**src/design/mste_pkg.sv**
```systemverilog
// Package for the Morse symbol timing encoder: shared constants, types,
// the character table and its lookup function. No dependencies.
package mste_pkg;

   localparam int MAX_ELEMENTS = 8;
   localparam int K_W          = $clog2(MAX_ELEMENTS);
   localparam int CHAR_W       = 8;
   localparam int CFG_W        = 14;
   localparam int OUT_W        = 16;
   localparam int ADDR_W       = 5;
   localparam int DATA_W       = 32;
   localparam int CODE_COUNT   = 94;

   localparam logic [CHAR_W-1:0] FIRST_CODE = 8'h21;
   localparam logic [CHAR_W-1:0] LAST_CODE  = 8'h7E;

   // Register map, indexed by paddr[4:2].
   typedef enum logic [2:0] {
      REG_DOT_LENGTH  = 3'd0,
      REG_DASH_LENGTH = 3'd1,
      REG_ELEMENT_GAP = 3'd2,
      REG_LETTER_GAP  = 3'd3,
      REG_WORD_GAP    = 3'd4
   } reg_index_type;

   typedef struct packed {
      logic [CFG_W-1:0] dot_length;
      logic [CFG_W-1:0] dash_length;
      logic [CFG_W-1:0] element_gap;
      logic [CFG_W-1:0] letter_gap;
      logic [CFG_W-1:0] word_gap;
   } cfg_type;

   typedef struct packed {
      logic                    silent;
      logic [K_W-1:0]          last_idx;
      logic [MAX_ELEMENTS-1:0] pattern;
   } symbol_type;

   typedef enum logic {
      ST_IDLE,
      ST_RUN
   } state_type;

   typedef struct packed {
      logic load;
      logic emit;
   } dp_cmd_type;

   typedef struct packed {
      logic is_final;
      logic out_free;
   } dp_status_type;

   // Element count per printable code, starting at '!'.
   localparam logic [7:0] ELEM_COUNT [CODE_COUNT] = '{
      6, 6, 5, 7, 8, 5, 6, 5, 6, 7, 5, 6, 6, 6, 5,
      5, 5, 5, 5, 5, 5, 5, 5, 5, 5,
      6, 6, 7, 5, 6, 6, 6,
      2, 4, 4, 3, 1, 4, 3, 4, 2, 4, 3, 4, 2, 2, 3, 4, 4, 3, 3, 1, 3, 4, 3, 4, 4, 4,
      5, 6, 6, 7, 6, 6,
      2, 4, 4, 3, 1, 4, 3, 4, 2, 4, 3, 4, 2, 2, 3, 4, 4, 3, 3, 1, 3, 4, 3, 4, 4, 4,
      5, 6, 6, 8
   };

   // Element pattern per printable code, LSB first, a one is a dash.
   localparam logic [7:0] ELEM_BITS [CODE_COUNT] = '{
      53, 18, 29, 72, 86, 2, 30, 13, 45, 40, 10, 51, 33, 42, 9,
      31, 30, 28, 24, 16, 0, 1, 3, 7, 15,
      7, 21, 2, 17, 3, 12, 22,
      2, 1, 5, 1, 0, 4, 3, 0, 0, 14, 5, 2, 3, 1, 7, 6, 11, 2, 0, 1, 4, 8, 6, 9, 13, 3,
      13, 40, 45, 96, 44, 30,
      2, 1, 5, 1, 0, 4, 3, 0, 0, 14, 5, 2, 3, 1, 7, 6, 11, 2, 0, 1, 4, 8, 6, 9, 13, 3,
      13, 30, 45, 37
   };

   function automatic symbol_type lookup_symbol(input logic [CHAR_W-1:0] ch);
      symbol_type  sym;
      logic [6:0]  idx;
      logic [7:0]  cnt;
      sym = '0;
      idx = 7'(ch - FIRST_CODE);
      cnt = 8'd1;
      if ((ch < FIRST_CODE) || (ch > LAST_CODE)) begin
         sym.silent = 1'b1;
      end else begin
         cnt = ELEM_COUNT[idx];
         if (cnt > 8'(MAX_ELEMENTS)) begin
            cnt = 8'(MAX_ELEMENTS);
         end
         if (cnt == 8'd0) begin
            cnt = 8'd1;
         end
         sym.last_idx = K_W'(cnt - 8'd1);
         sym.pattern  = MAX_ELEMENTS'(ELEM_BITS[idx]);
      end
      return sym;
   endfunction

endpackage

```
**src/design/mste_if.sv**
```systemverilog
// Handshake interfaces for the request (character) and response (element)
// channels of the Morse encoder. Depends on mste_pkg.
interface mste_req_if;
   logic                       valid;
   logic                       ready;
   logic [mste_pkg::CHAR_W-1:0] character;

   modport source (output valid, output character, input ready);
   modport sink   (input valid, input character, output ready);
endinterface

interface mste_rsp_if;
   logic                       valid;
   logic                       ready;
   logic [mste_pkg::OUT_W-1:0] period;
   logic [mste_pkg::OUT_W-1:0] pulse;
   logic                       last;

   modport source (output valid, output period, output pulse, output last, input ready);
   modport sink   (input valid, input period, input pulse, input last, output ready);
endinterface

```
**src/design/mste_regs.sv**
```systemverilog
// APB-style register file holding the five timing registers.
// Depends on mste_pkg.
module mste_regs (
   input  logic                          clock,
   input  logic                          reset,
   input  logic                          csr_psel,
   input  logic                          csr_penable,
   input  logic                          csr_pwrite,
   input  logic [mste_pkg::ADDR_W-1:0]   csr_paddr,
   input  logic [mste_pkg::DATA_W-1:0]   csr_pwdata,
   output logic [mste_pkg::DATA_W-1:0]   csr_prdata,
   output logic                          csr_pready,
   output mste_pkg::cfg_type             cfg
);
   import mste_pkg::*;

   cfg_type          cfg_ff, cfg_in;
   logic             wr_en;
   reg_index_type    idx;
   logic [CFG_W-1:0] wdata;

   assign wr_en      = csr_psel && csr_penable && csr_pwrite;
   assign idx        = reg_index_type'(csr_paddr[4:2]);
   assign wdata      = csr_pwdata[CFG_W-1:0];
   assign csr_pready = 1'b1;
   assign cfg        = cfg_ff;

   always_comb begin
      cfg_in = cfg_ff;
      if (wr_en) begin
         case (idx)
            REG_DOT_LENGTH:  cfg_in.dot_length  = wdata;
            REG_DASH_LENGTH: cfg_in.dash_length = wdata;
            REG_ELEMENT_GAP: cfg_in.element_gap = wdata;
            REG_LETTER_GAP:  cfg_in.letter_gap  = wdata;
            REG_WORD_GAP:    cfg_in.word_gap    = wdata;
            default:         cfg_in = cfg_ff;
         endcase
      end
   end

   always_comb begin
      case (idx)
         REG_DOT_LENGTH:  csr_prdata = DATA_W'(cfg_ff.dot_length);
         REG_DASH_LENGTH: csr_prdata = DATA_W'(cfg_ff.dash_length);
         REG_ELEMENT_GAP: csr_prdata = DATA_W'(cfg_ff.element_gap);
         REG_LETTER_GAP:  csr_prdata = DATA_W'(cfg_ff.letter_gap);
         REG_WORD_GAP:    csr_prdata = DATA_W'(cfg_ff.word_gap);
         default:         csr_prdata = '0;
      endcase
   end

   always_ff @(posedge clock) begin
      if (reset) begin
         cfg_ff.dot_length  <= CFG_W'(100);
         cfg_ff.dash_length <= CFG_W'(300);
         cfg_ff.element_gap <= CFG_W'(100);
         cfg_ff.letter_gap  <= CFG_W'(200);
         cfg_ff.word_gap    <= CFG_W'(600);
      end else begin
         cfg_ff <= cfg_in;
      end
   end

endmodule

```
**src/design/mste_dp.sv**
```systemverilog
// Datapath: latches the looked-up symbol, steps through its elements and
// holds the response output register. Depends on mste_pkg.
module mste_dp (
   input  logic                          clock,
   input  logic                          reset,
   input  mste_pkg::dp_cmd_type          cmd,
   input  mste_pkg::cfg_type             cfg,
   input  logic [mste_pkg::CHAR_W-1:0]   req_character,
   input  logic                          rsp_ready,
   output mste_pkg::dp_status_type       status,
   output logic                          rsp_valid,
   output logic [mste_pkg::OUT_W-1:0]    rsp_period,
   output logic [mste_pkg::OUT_W-1:0]    rsp_pulse,
   output logic                          rsp_last
);
   import mste_pkg::*;

   symbol_type       sym_ff, sym_in;
   logic [K_W-1:0]   k_ff, k_in;
   logic             out_valid_ff, out_valid_in;
   logic [OUT_W-1:0] period_ff, period_in;
   logic [OUT_W-1:0] pulse_ff, pulse_in;
   logic             last_ff, last_in;

   logic             is_final;
   logic             use_dash;
   logic [CFG_W-1:0] len;
   logic [CFG_W-1:0] gap;
   logic [CFG_W-1:0] extra;

   assign is_final = sym_ff.silent || (k_ff == sym_ff.last_idx);
   assign status.is_final = is_final;
   assign status.out_free = !out_valid_ff || rsp_ready;

   // A silent symbol uses the dash length as the base of its period.
   always_comb begin
      use_dash = sym_ff.silent || sym_ff.pattern[k_ff];
      len      = use_dash ? cfg.dash_length : cfg.dot_length;
      gap      = sym_ff.silent ? cfg.word_gap : cfg.element_gap;
      extra    = (is_final && !sym_ff.silent) ? cfg.letter_gap : '0;
      period_in = OUT_W'(len) + OUT_W'(gap) + OUT_W'(extra);
      pulse_in  = sym_ff.silent ? '0 : OUT_W'(len);
      last_in   = is_final;
   end

   always_comb begin
      sym_in = cmd.load ? lookup_symbol(req_character) : sym_ff;
      k_in   = k_ff;
      if (cmd.load) begin
         k_in = '0;
      end else if (cmd.emit) begin
         k_in = k_ff + K_W'(1);
      end
      if (cmd.emit) begin
         out_valid_in = 1'b1;
      end else if (rsp_ready) begin
         out_valid_in = 1'b0;
      end else begin
         out_valid_in = out_valid_ff;
      end
   end

   always_ff @(posedge clock) begin
      if (reset) begin
         k_ff         <= '0;
         out_valid_ff <= 1'b0;
      end else begin
         k_ff         <= k_in;
         out_valid_ff <= out_valid_in;
      end
   end

   always_ff @(posedge clock) begin
      sym_ff <= sym_in;
      if (cmd.emit) begin
         period_ff <= period_in;
         pulse_ff  <= pulse_in;
         last_ff   <= last_in;
      end
   end

   assign rsp_valid  = out_valid_ff;
   assign rsp_period = period_ff;
   assign rsp_pulse  = pulse_ff;
   assign rsp_last   = last_ff;

endmodule

```
**src/design/mste_ctrl.sv**
```systemverilog
// Controller state machine: accepts a character, then issues one emit
// per element while the output register can take it. Depends on mste_pkg.
module mste_ctrl (
   input  logic                    clock,
   input  logic                    reset,
   input  logic                    req_valid,
   output logic                    req_ready,
   input  mste_pkg::dp_status_type status,
   output mste_pkg::dp_cmd_type    cmd
);
   import mste_pkg::*;

   state_type state_ff, state_in;

   always_comb begin
      state_in = state_ff;
      case (state_ff)
         ST_IDLE: begin
            if (req_valid) begin
               state_in = ST_RUN;
            end
         end
         ST_RUN: begin
            if (status.out_free && status.is_final) begin
               state_in = ST_IDLE;
            end
         end
         default: state_in = ST_IDLE;
      endcase
   end

   always_comb begin
      req_ready = 1'b0;
      cmd       = '0;
      case (state_ff)
         ST_IDLE: begin
            req_ready = 1'b1;
            cmd.load  = req_valid;
         end
         ST_RUN: begin
            cmd.emit = status.out_free;
         end
         default: begin
            req_ready = 1'b0;
         end
      endcase
   end

   always_ff @(posedge clock) begin
      if (reset) begin
         state_ff <= ST_IDLE;
      end else begin
         state_ff <= state_in;
      end
   end

   a_final_returns_idle: assert property (@(posedge clock) disable iff (reset)
      (state_ff == ST_RUN && status.out_free && status.is_final) |=> state_ff == ST_IDLE)
      else $error("controller did not return to idle after the final element");

   a_load_starts_run: assert property (@(posedge clock) disable iff (reset)
      cmd.load |=> state_ff == ST_RUN)
      else $error("accepted character did not start a run");

   a_emit_needs_space: assert property (@(posedge clock) disable iff (reset)
      cmd.emit |-> status.out_free)
      else $error("emit issued while the output register was full");

endmodule

```
**src/design/morse_symbol_timing_encoder.sv**
```systemverilog
// Top level of the Morse symbol timing encoder: register file, controller
// and datapath. Depends on mste_pkg, mste_if, mste_regs, mste_ctrl, mste_dp.

// Each accepted character produces a run of keying transactions on the
// response channel, one per Morse element: pulse is the key-on time (dot or
// dash length) and period adds the element gap, plus the letter gap on the
// element marked last. Printable bytes from '!' to '~' come from a fixed table
// (lower case shares the upper-case codes); any other byte, space included,
// gives a single silent transaction of word gap plus dash length with pulse
// zero. The controller first accepts and looks up the character, then, for
// each element, steps the element counter and loads the single output
// register whenever that register is free. The output register lets the
// last element wait on the response channel while the next character is
// accepted. The timing registers sit on the APB port at byte addresses
// 0x00 (dot), 0x04 (dash), 0x08 (element gap), 0x0C (letter gap) and 0x10
// (word gap), 14 bits each, and should be written only while no character
// is in flight.
module morse_symbol_timing_encoder (
   input  logic                          clock,
   input  logic                          reset,
   mste_req_if.sink                      req_ch,
   mste_rsp_if.source                    rsp_ch,
   input  logic                          csr_psel,
   input  logic                          csr_penable,
   input  logic                          csr_pwrite,
   input  logic [mste_pkg::ADDR_W-1:0]   csr_paddr,
   input  logic [mste_pkg::DATA_W-1:0]   csr_pwdata,
   output logic [mste_pkg::DATA_W-1:0]   csr_prdata,
   output logic                          csr_pready
);
   import mste_pkg::*;

   cfg_type       cfg;
   dp_cmd_type    cmd;
   dp_status_type status;

   // Timing registers.
   mste_regs u_regs (
      .clock       (clock),
      .reset       (reset),
      .csr_psel    (csr_psel),
      .csr_penable (csr_penable),
      .csr_pwrite  (csr_pwrite),
      .csr_paddr   (csr_paddr),
      .csr_pwdata  (csr_pwdata),
      .csr_prdata  (csr_prdata),
      .csr_pready  (csr_pready),
      .cfg         (cfg)
   );

   // The controller owns the request handshake and sequences the elements.
   mste_ctrl u_ctrl (
      .clock     (clock),
      .reset     (reset),
      .req_valid (req_ch.valid),
      .req_ready (req_ch.ready),
      .status    (status),
      .cmd       (cmd)
   );

   // The datapath computes each element and drives the response channel.
   mste_dp u_dp (
      .clock         (clock),
      .reset         (reset),
      .cmd           (cmd),
      .cfg           (cfg),
      .req_character (req_ch.character),
      .rsp_ready     (rsp_ch.ready),
      .status        (status),
      .rsp_valid     (rsp_ch.valid),
      .rsp_period    (rsp_ch.period),
      .rsp_pulse     (rsp_ch.pulse),
      .rsp_last      (rsp_ch.last)
   );

endmodule

```
**src/flat_wrapper.sv**
```systemverilog
// flat-port wrapper written by rule: the top's interface ports become plain ports
module morse_symbol_timing_encoder_flat import mste_pkg::*;
  (clock, reset, csr_psel, csr_penable, csr_pwrite, csr_paddr, csr_pwdata, csr_prdata, csr_pready, req_ch_valid, req_ch_character, req_ch_ready, rsp_ch_valid, rsp_ch_period, rsp_ch_pulse, rsp_ch_last, rsp_ch_ready);
  mste_req_if req_ch_i ();
  mste_rsp_if rsp_ch_i ();
  input  logic clock;
  input  logic reset;
  input  logic csr_psel;
  input  logic csr_penable;
  input  logic csr_pwrite;
  input  logic [mste_pkg::ADDR_W-1:0] csr_paddr;
  input  logic [mste_pkg::DATA_W-1:0] csr_pwdata;
  output logic [mste_pkg::DATA_W-1:0] csr_prdata;
  output logic csr_pready;
  input wire logic [$bits(req_ch_i.valid)-1:0] req_ch_valid;
  input wire logic [$bits(req_ch_i.character)-1:0] req_ch_character;
  output wire logic [$bits(req_ch_i.ready)-1:0] req_ch_ready;
  output wire logic [$bits(rsp_ch_i.valid)-1:0] rsp_ch_valid;
  output wire logic [$bits(rsp_ch_i.period)-1:0] rsp_ch_period;
  output wire logic [$bits(rsp_ch_i.pulse)-1:0] rsp_ch_pulse;
  output wire logic [$bits(rsp_ch_i.last)-1:0] rsp_ch_last;
  input wire logic [$bits(rsp_ch_i.ready)-1:0] rsp_ch_ready;
  assign req_ch_i.valid = req_ch_valid;
  assign req_ch_i.character = req_ch_character;
  assign req_ch_ready = req_ch_i.ready;
  assign rsp_ch_valid = rsp_ch_i.valid;
  assign rsp_ch_period = rsp_ch_i.period;
  assign rsp_ch_pulse = rsp_ch_i.pulse;
  assign rsp_ch_last = rsp_ch_i.last;
  assign rsp_ch_i.ready = rsp_ch_ready;
  morse_symbol_timing_encoder u_core (.clock(clock), .reset(reset), .req_ch(req_ch_i), .rsp_ch(rsp_ch_i), .csr_psel(csr_psel), .csr_penable(csr_penable), .csr_pwrite(csr_pwrite), .csr_paddr(csr_paddr), .csr_pwdata(csr_pwdata), .csr_prdata(csr_prdata), .csr_pready(csr_pready));
endmodule
```
**config.mk**
```make
export PLATFORM = sky130hd
export DESIGN_NAME = morse_symbol_timing_encoder_flat
export DESIGN_NICKNAME = d
export VERILOG_FILES = /design/src/design/mste_pkg.sv /design/src/design/mste_if.sv /design/src/design/mste_regs.sv /design/src/design/mste_dp.sv /design/src/design/mste_ctrl.sv /design/src/design/morse_symbol_timing_encoder.sv /design/src/flat_wrapper.sv
export SDC_FILE = /design/constraint.sdc
export NUM_CORES = 1
export LEC_CHECK = 0
export ABC_CLOCK_PERIOD_IN_PS = 10400
export BUFFER_PORTS_ARGS = -buffer_cell sky130_fd_sc_hd__buf_2
export CAP_MARGIN = 25
export CORE_MARGIN = 2
export CORE_UTILIZATION = 62
export DETAILED_ROUTE_END_ITERATION = 6
export GPL_TIMING_DRIVEN = 0
export PLACE_DENSITY = 0.95
export SETUP_SLACK_MARGIN = 0.3
export SYNTH_ARGS = -nofsm -noshare
export SYNTH_HDL_FRONTEND = slang
export SYNTH_SLANG_ARGS = --single-unit
```
**constraint.sdc**
```tcl
create_clock -name clock -period 10.4 [get_ports clock]
set_input_delay 0 -clock clock [delete_from_list [all_inputs] [get_ports clock]]
set_output_delay 0 -clock clock [all_outputs]
set_load 0.02 [all_outputs]
```
* After elaboration in Yosys (flattened, before gate mapping)
Memories as Yosys holds them, arrays and structs flattened. A register that Yosys moved wholly into a read port is not among the register bits.
Cells that the tools add are included.
** Cells by class
- Add/subtract/negate cells :: 5
- Order comparisons :: 5
- Eq/ne operators :: 5
- Mux-type cells :: 21
- Bitwise gates (word level) :: 2
- Reduce and logical (&&, ||, !) cells :: 19
** Operator list (count)
- one-hot mux 14 bit (5 select lines) :: 1
- 2-to-1 mux 14 bit :: 3
- 2-to-1 mux 8 bit :: 4
- adder 15 x 14 -> 16 bit :: 1
- adder 14 x 14 -> 15 bit :: 1
- AND reduction 2 bit :: 5
- 2-to-1 mux 1 bit :: 9
- greater-or-equal comparator 8 bit (second input constant) :: 1
- > comparator 8 x 4 -> 1 bit (second input constant) :: 1
- > comparator 8 x 7 -> 1 bit (second input constant) :: 1
- zero test 8 bit :: 1
- less-than comparator 8 x 6 -> 1 bit (second input constant) :: 1
- NOT 7 -> 8 bit :: 1
- subtractor 7 x 6 -> 7 bit (second input constant) :: 1
- == test 3 x 2 -> 1 bit (second input constant) :: 2
- 2-to-1 mux 3 bit :: 2
- logical AND 1 bit :: 4
- logical OR 1 bit :: 4
- less-than comparator 3 x 4 -> 1 bit (second input constant) :: 1
- adder 3 x 1 -> 3 bit (second input constant) :: 1
- binary-select mux 1 bit (select 3 bit) :: 1
- == test 3 x 1 -> 1 bit (second input constant) :: 1
- == test 3 bit :: 1
- == test 3 bit (second input constant) :: 1
- other kinds (7) :: 8
** Storage, ports and cells
- Register bits after elaboration :: 112
- ROM bits :: 2048
- Input bits :: 52
- Output and inout bits :: 68
- Logic and storage cells :: 73
- Memories kept :: 2
** Memories
- (no name shown) :: depth 128, width 8, read ports 1, clocked after memory_dff 1, write ports 0, RTL line mste_pkg.sv:95 : sym.pattern = MAX_ELEMENTS'(ELEM_BITS[idx]);
- (no name shown) :: depth 128, width 8, read ports 1, clocked after memory_dff 0, write ports 0, RTL line mste_pkg.sv:87 : cnt = ELEM_COUNT[idx];

* Longest topological paths before layout
- Depth after elaboration :: 12
- Mapped depth :: 18

* By module
A second synthesis with hierarchy kept.
** Unflattened totals
- Cells, all modules :: 889
- Area, all modules :: 8300.5 µm²
** Modules (own cells, without submodules)
- mste_dp :: instances 1, cells each 532, area each 4745.8 µm², sequential area each 1341.3 µm²
- mste_regs :: instances 1, cells each 351, area each 3502.1 µm², sequential area each 1401.3 µm²
- mste_ctrl :: instances 1, cells each 6, area each 52.6 µm², sequential area each 20.0 µm²

* Least setup slack after synthesis
Ideal clock, no wire load.
- Path type :: flip-flop to flip-flop
- Start :: reg u_core.u_dp.k_ff[1]
- End :: reg u_core.u_dp.period_ff[14] (netlist: u_core.u_dp.rsp_period[14]), data pin
- Library setup time :: 0.135 ns
- Arrival :: 4.099 ns
- Data required time :: 10.265 ns
- Setup slack :: 6.167 ns
- Stages on the path, launching flop included :: 17
- Cell sequence :: dfxtp_1 > mux4_2 > nor2_1 > a21oi_1 > nor2_1 > buf_2 > mux2i_1 > fa_1 > inv_1 > ha_1 > a21oi_1 > o21ai_0 > a21boi_0 > nor2_1 > or3_1 > a2111o_1 > nand3_1
** On the way
- Longest elaborated chain between the ends :: 6
- Elaborated cells between the ends (all ways) :: 10
- Those cells by class :: add/sub: 2; eq/ne: 1; mux: 4; reduce/logical: 3
** Ends and longest elaborated chain
- start: declaration :: RTL line mste_dp.sv:19 : logic [K_W-1:0] k_ff, k_in;
- start signal: assignment :: RTL line mste_dp.sv:68 : k_ff <= k_in;
- binary-select mux 1 bit (select 3 bit) :: RTL line mste_dp.sv:37 : use_dash = sym_ff.silent || sym_ff.pattern[k_ff];
- 2-to-1 mux 1 bit (not written as such) :: RTL line mste_dp.sv:37
- logical OR 1 bit :: RTL line mste_dp.sv:37
- 2-to-1 mux 14 bit :: RTL line mste_dp.sv:38 : len = use_dash ? cfg.dash_length : cfg.dot_length;
- adder 14 x 14 -> 15 bit :: RTL line mste_dp.sv:41 : period_in = OUT_W'(len) + OUT_W'(gap) + OUT_W'(extra);
- adder 15 x 14 -> 16 bit (*) :: RTL line mste_dp.sv:41
- named net u_core.u_dp.period_in[14] :: RTL line mste_dp.sv:21 : logic [OUT_W-1:0] period_ff, period_in;
- end signal: assignment :: RTL line mste_dp.sv:76 : period_ff <= period_in;
- end: declaration :: RTL line mste_dp.sv:21
The timed path passes the listed nets; every way through them passes the cells marked *. The select of a mux whose other input is x is not followed.
A chain may end at the register's enable or synchronous reset.

* Final worst setup path
Ends and elaborated chain as after synthesis.

==> flow_metrics.py <==
metrics = {
    "clock_tree": {
        "cts-root-buf": "clkbuf_16",
        "clock_path_buffers": 2,
        "htree_levels": 4,
        "clk_pin_slew_ns": 0.05,
        "insertion_delay_ns": 0.43,
        "cts_resized": 0,
        "clock-sinks": 117,
        "cts_inserted_buffers": 17,
        "cts_tree": "done",
    },
    "pwr": {
        "ir_worst_vdd_mv": 0.131,
        "power_density_nw_per_um2": 146,
        "p_leak_nw": 3.81,
        "finalPower_w": 0.00135,
    },
    "grt": {
        "antenna_found_initial": 1,
        "grt_max_degree": 36,
        "grtUsageTotal_pct": 40.4,
        "grt_pass1_wl_um": 41400,
        "grt_overflow": 0,
        "grt_pass1_vias": 7953,
    },
    "finish": {
        "fillCellCount": 801,
        "area.growth.synth_to_final_pct": 18.3,
        "seqCellArea_sq_um": 2760,
        "finalNonFillerCells": 1253,
        "antennaDiodeCount": 0,
        "nets": 1165,
        "multi_input_area_sq_um": 4510,
        "layout-drive-gt1-share_pct": 14.7,
    },
    "timing": {
        "worstMarginPinSlew_ns": 1.04,
        "hold_viol_final": 0,
        "rsz0062_at_grt": "no",
        "min_period_ns": 5.31,
        "fin_crit_sh_pct": 51.0,
        "fmax_mhz": 188,
        "slew_violations": 0,
        "tns_ns": 0,
        "fin_ws_ns": 5.09,
        "relSlewSlack_pct": 29.8,
        "fin_skew_ns": 0.00690,
        "holdWs_ns": 0.0461,
        "setup_viol": 0,
    },
    "detailed_routing": {
        "drcViolationCount": 147,
        "postRouteAntennaNets": 0,
        "wirelength_um": 27000,
        "via_per_inst": 6.65,
        "drt_iter0_drc": 1772,
        "via_count": 8331,
        "drtPass1Iterations": 7,
        "post_drt_wl_per_cell_um": 21.6,
    },
    "synthesis": {
        "synthFlopType": "dfxtp_1",
        "syn_avg_cell_area_sq_um": 8.27,
        "ys_types": 80,
        "synth_largest_area_cell": "dfxtp_1",
        "netlist_area_sq_um": 7780,
        "ys_seq_area_share_pct": 35.5,
        "ys_top_cells_by_count": "182 x nand2_1, 97 x a21oi_1, 75 x dfxtp_1",
        "yosys_warnings": 0,
        "async_flop_share_pct": 0,
        "synth_seq_cells": 117,
        "synth-edff-count": 42,
        "synth_top_area_share_pct": 19.3,
        "netlist_instances": 941,
        "yosysMostFrequentCell": "nand2_1",
        "synthTopCellsByArea": "dfxtp_1 19%, edfxtp_1 16%, nand2_1 8.8%",
    },
    "floorplan": {
        "rows": 40,
        "die_area_sq_um": 13500,
        "die_h_um": 116,
        "start_util_pct": 64.2,
        "coreArea_sq_um": 12100,
        "io_pins": 120,
        "die_width_um": 116,
    },
    "critical_path": {
        "worstSetupPathType": "flip-flop to flip-flop",
        "crit_required_ns": 10.69,
        "cp-end-kind": "flip-flop",
        "path_max_fanout": 10,
        "cp-start-kind": "flip-flop",
        "worstPathArrival_ns": 5.60,
    },
    "status": {
        "outcome": "finished with violations",
        "violations": "DRC",
    },
    "placement": {
        "place_inst": 1203,
        "dpl.hpwl_um": 17300,
        "port_buffers": 75,
        "gp_congestion": 1.00,
        "pre_cts_ws_ns": 5.40,
    },
    "worst_hold_path": {
        "worstHoldPathType": "primary input to flip-flop",
    },
    "job": {
        "maxCapViolations": 0,
    },
}
[report_power, final]
part / switching, W / total (W) / internal, W
Clock: 0.000220 / 0.000582 / 0.000362
Combinational: 0.000171 / 0.000263 / 0.0000924
Sequential: 0.00000648 / 0.000501 / 0.000494
Total: 0.000397 / 0.00135 / 0.000949
[cells by family after synthesis]
kind of cell	count (synthesis)	synth area share (%)
fa+ha+maj	41	8.04
mux	60	7.96
xor+xnor	22	2.48
simple gates	353	20.7
other cells	2	0.0966
flops	117	35.5
compound gates	218	17.7
buf+inv	128	7.43
[state kept, by name, summed over array words and instances, names as in the netlist]
| register | cells |
|---|---|
| u_core.u_regs.cfg | 70 |
| u_core.u_dp.rsp_period | 16 |
| u_core.u_dp.rsp_pulse | 14 |
| u_core.u_dp.sym_ff | 11 |
| u_core.u_dp.k_ff | 3 |
| u_core.u_ctrl.state_ff | 1 |
| u_core.u_dp.rsp_last | 1 |
| u_core.u_dp.rsp_valid | 1 |
[layout by cell type (no fill, tap or decap), types with 4 or more instances in the layout]
cell           instances
nor3_1                14
xnor2_1               18
nand2b_1               9
mux2i_1               54
nand3b_1              19
o211ai_1               6
buf_2                 81
edfxtp_1              42
buf_1                  7
or3_1                  6
o21a_1                 5
and3_1                 4
dlygate4sd3_1         17
nor2b_1                8
ha_1                  26
inv_1                 38
nand2_1              182
a211oi_1               4
fa_1                  15
o22ai_1               18
o31ai_1                5
nor2_1                67
o21ai_0               26
xor2_1                 4
clkbuf_1              52
nand3_1               16
buf_4                 22
nand4_1                7
a221oi_1               4
mux2_2                 5
a21o_1                 4
conb_1                21
a31oi_1                9
a21oi_1               97
and2_1                 4
clkbuf_16             19
dfxtp_1               75
[layer usage]
layer	GRT usage, %	part of all wire (%)
met5	0	0
met4	24.2	7.1
met3	13.8	15
met2	61.6	43
met1	49.6	35
[worst max-delay path: stages (launching register included)]
cell and delay (ns):
dfxtp_1 0.46, mux4_2 0.54, nor2_1 0.11, a21oi_1 0.07, nor2_1 0.50, buf_2 0.46, mux2i_1 0.47, fa_1 0.52
inv_1 0.08, ha_1 0.23, a21oi_1 0.19, o21ai_0 0.20, a21boi_0 0.31, nor2_1 0.12, or3_1 0.42, a2111o_1 0.40
nand3_1 0.08
[layout make-up]
cell class / count / area share (%)
clock buffers: 21 / 5.36
multi-input cells: 715 / 49.0
flip-flops and latches: 117 / 30.0
plain buffers: 88 / 4.67
inverters: 40 / 1.63
clock inverters: 11 / 1.03
repair buffers: 93 / 5.98
well taps: 168 / 2.29
[through the flow]
| stage | utilization (%) | instance area [sq um] |
|---|---|---|
| after floorplan | - | 7850 |
| after global placement | 69.6 | 8430 |
| after detailed placement | 69.6 | 8440 |
| after CTS | 75.9 | 9190 |
| after global routing | 76.0 | 9200 |
| final | 76.0 | 9200 |
[worst paths after layout]
check                                               to                          startpoint  slack, ns  cells after the start
setup / recovery  u_core.u_dp.rsp_period[14]$_DFFE_PP_    u_core.u_dp.k_ff[1]$_SDFFE_PP0P_       5.09                     16
hold reg to reg     u_core.u_regs.cfg[48]$_SDFFE_PP0P_  u_core.u_regs.cfg[48]$_SDFFE_PP0P_       0.48                      2
hold / removal     u_core.u_dp.sym_ff[1]$_SDFFCE_PP0P_                 req_ch_character[7]       0.05                      3
setup reg to reg  u_core.u_dp.rsp_period[14]$_DFFE_PP_    u_core.u_dp.k_ff[1]$_SDFFE_PP0P_       5.09                     16
[what timing repair did]
| item | CTS | global route |
|---|---|---|
| setup buffers | 0 | 0 |
| hold endpoints to repair | 72 | 0 |
| hold buffers | 17 | 0 |
Note: power is estimated with default switching activity, not from simulation.
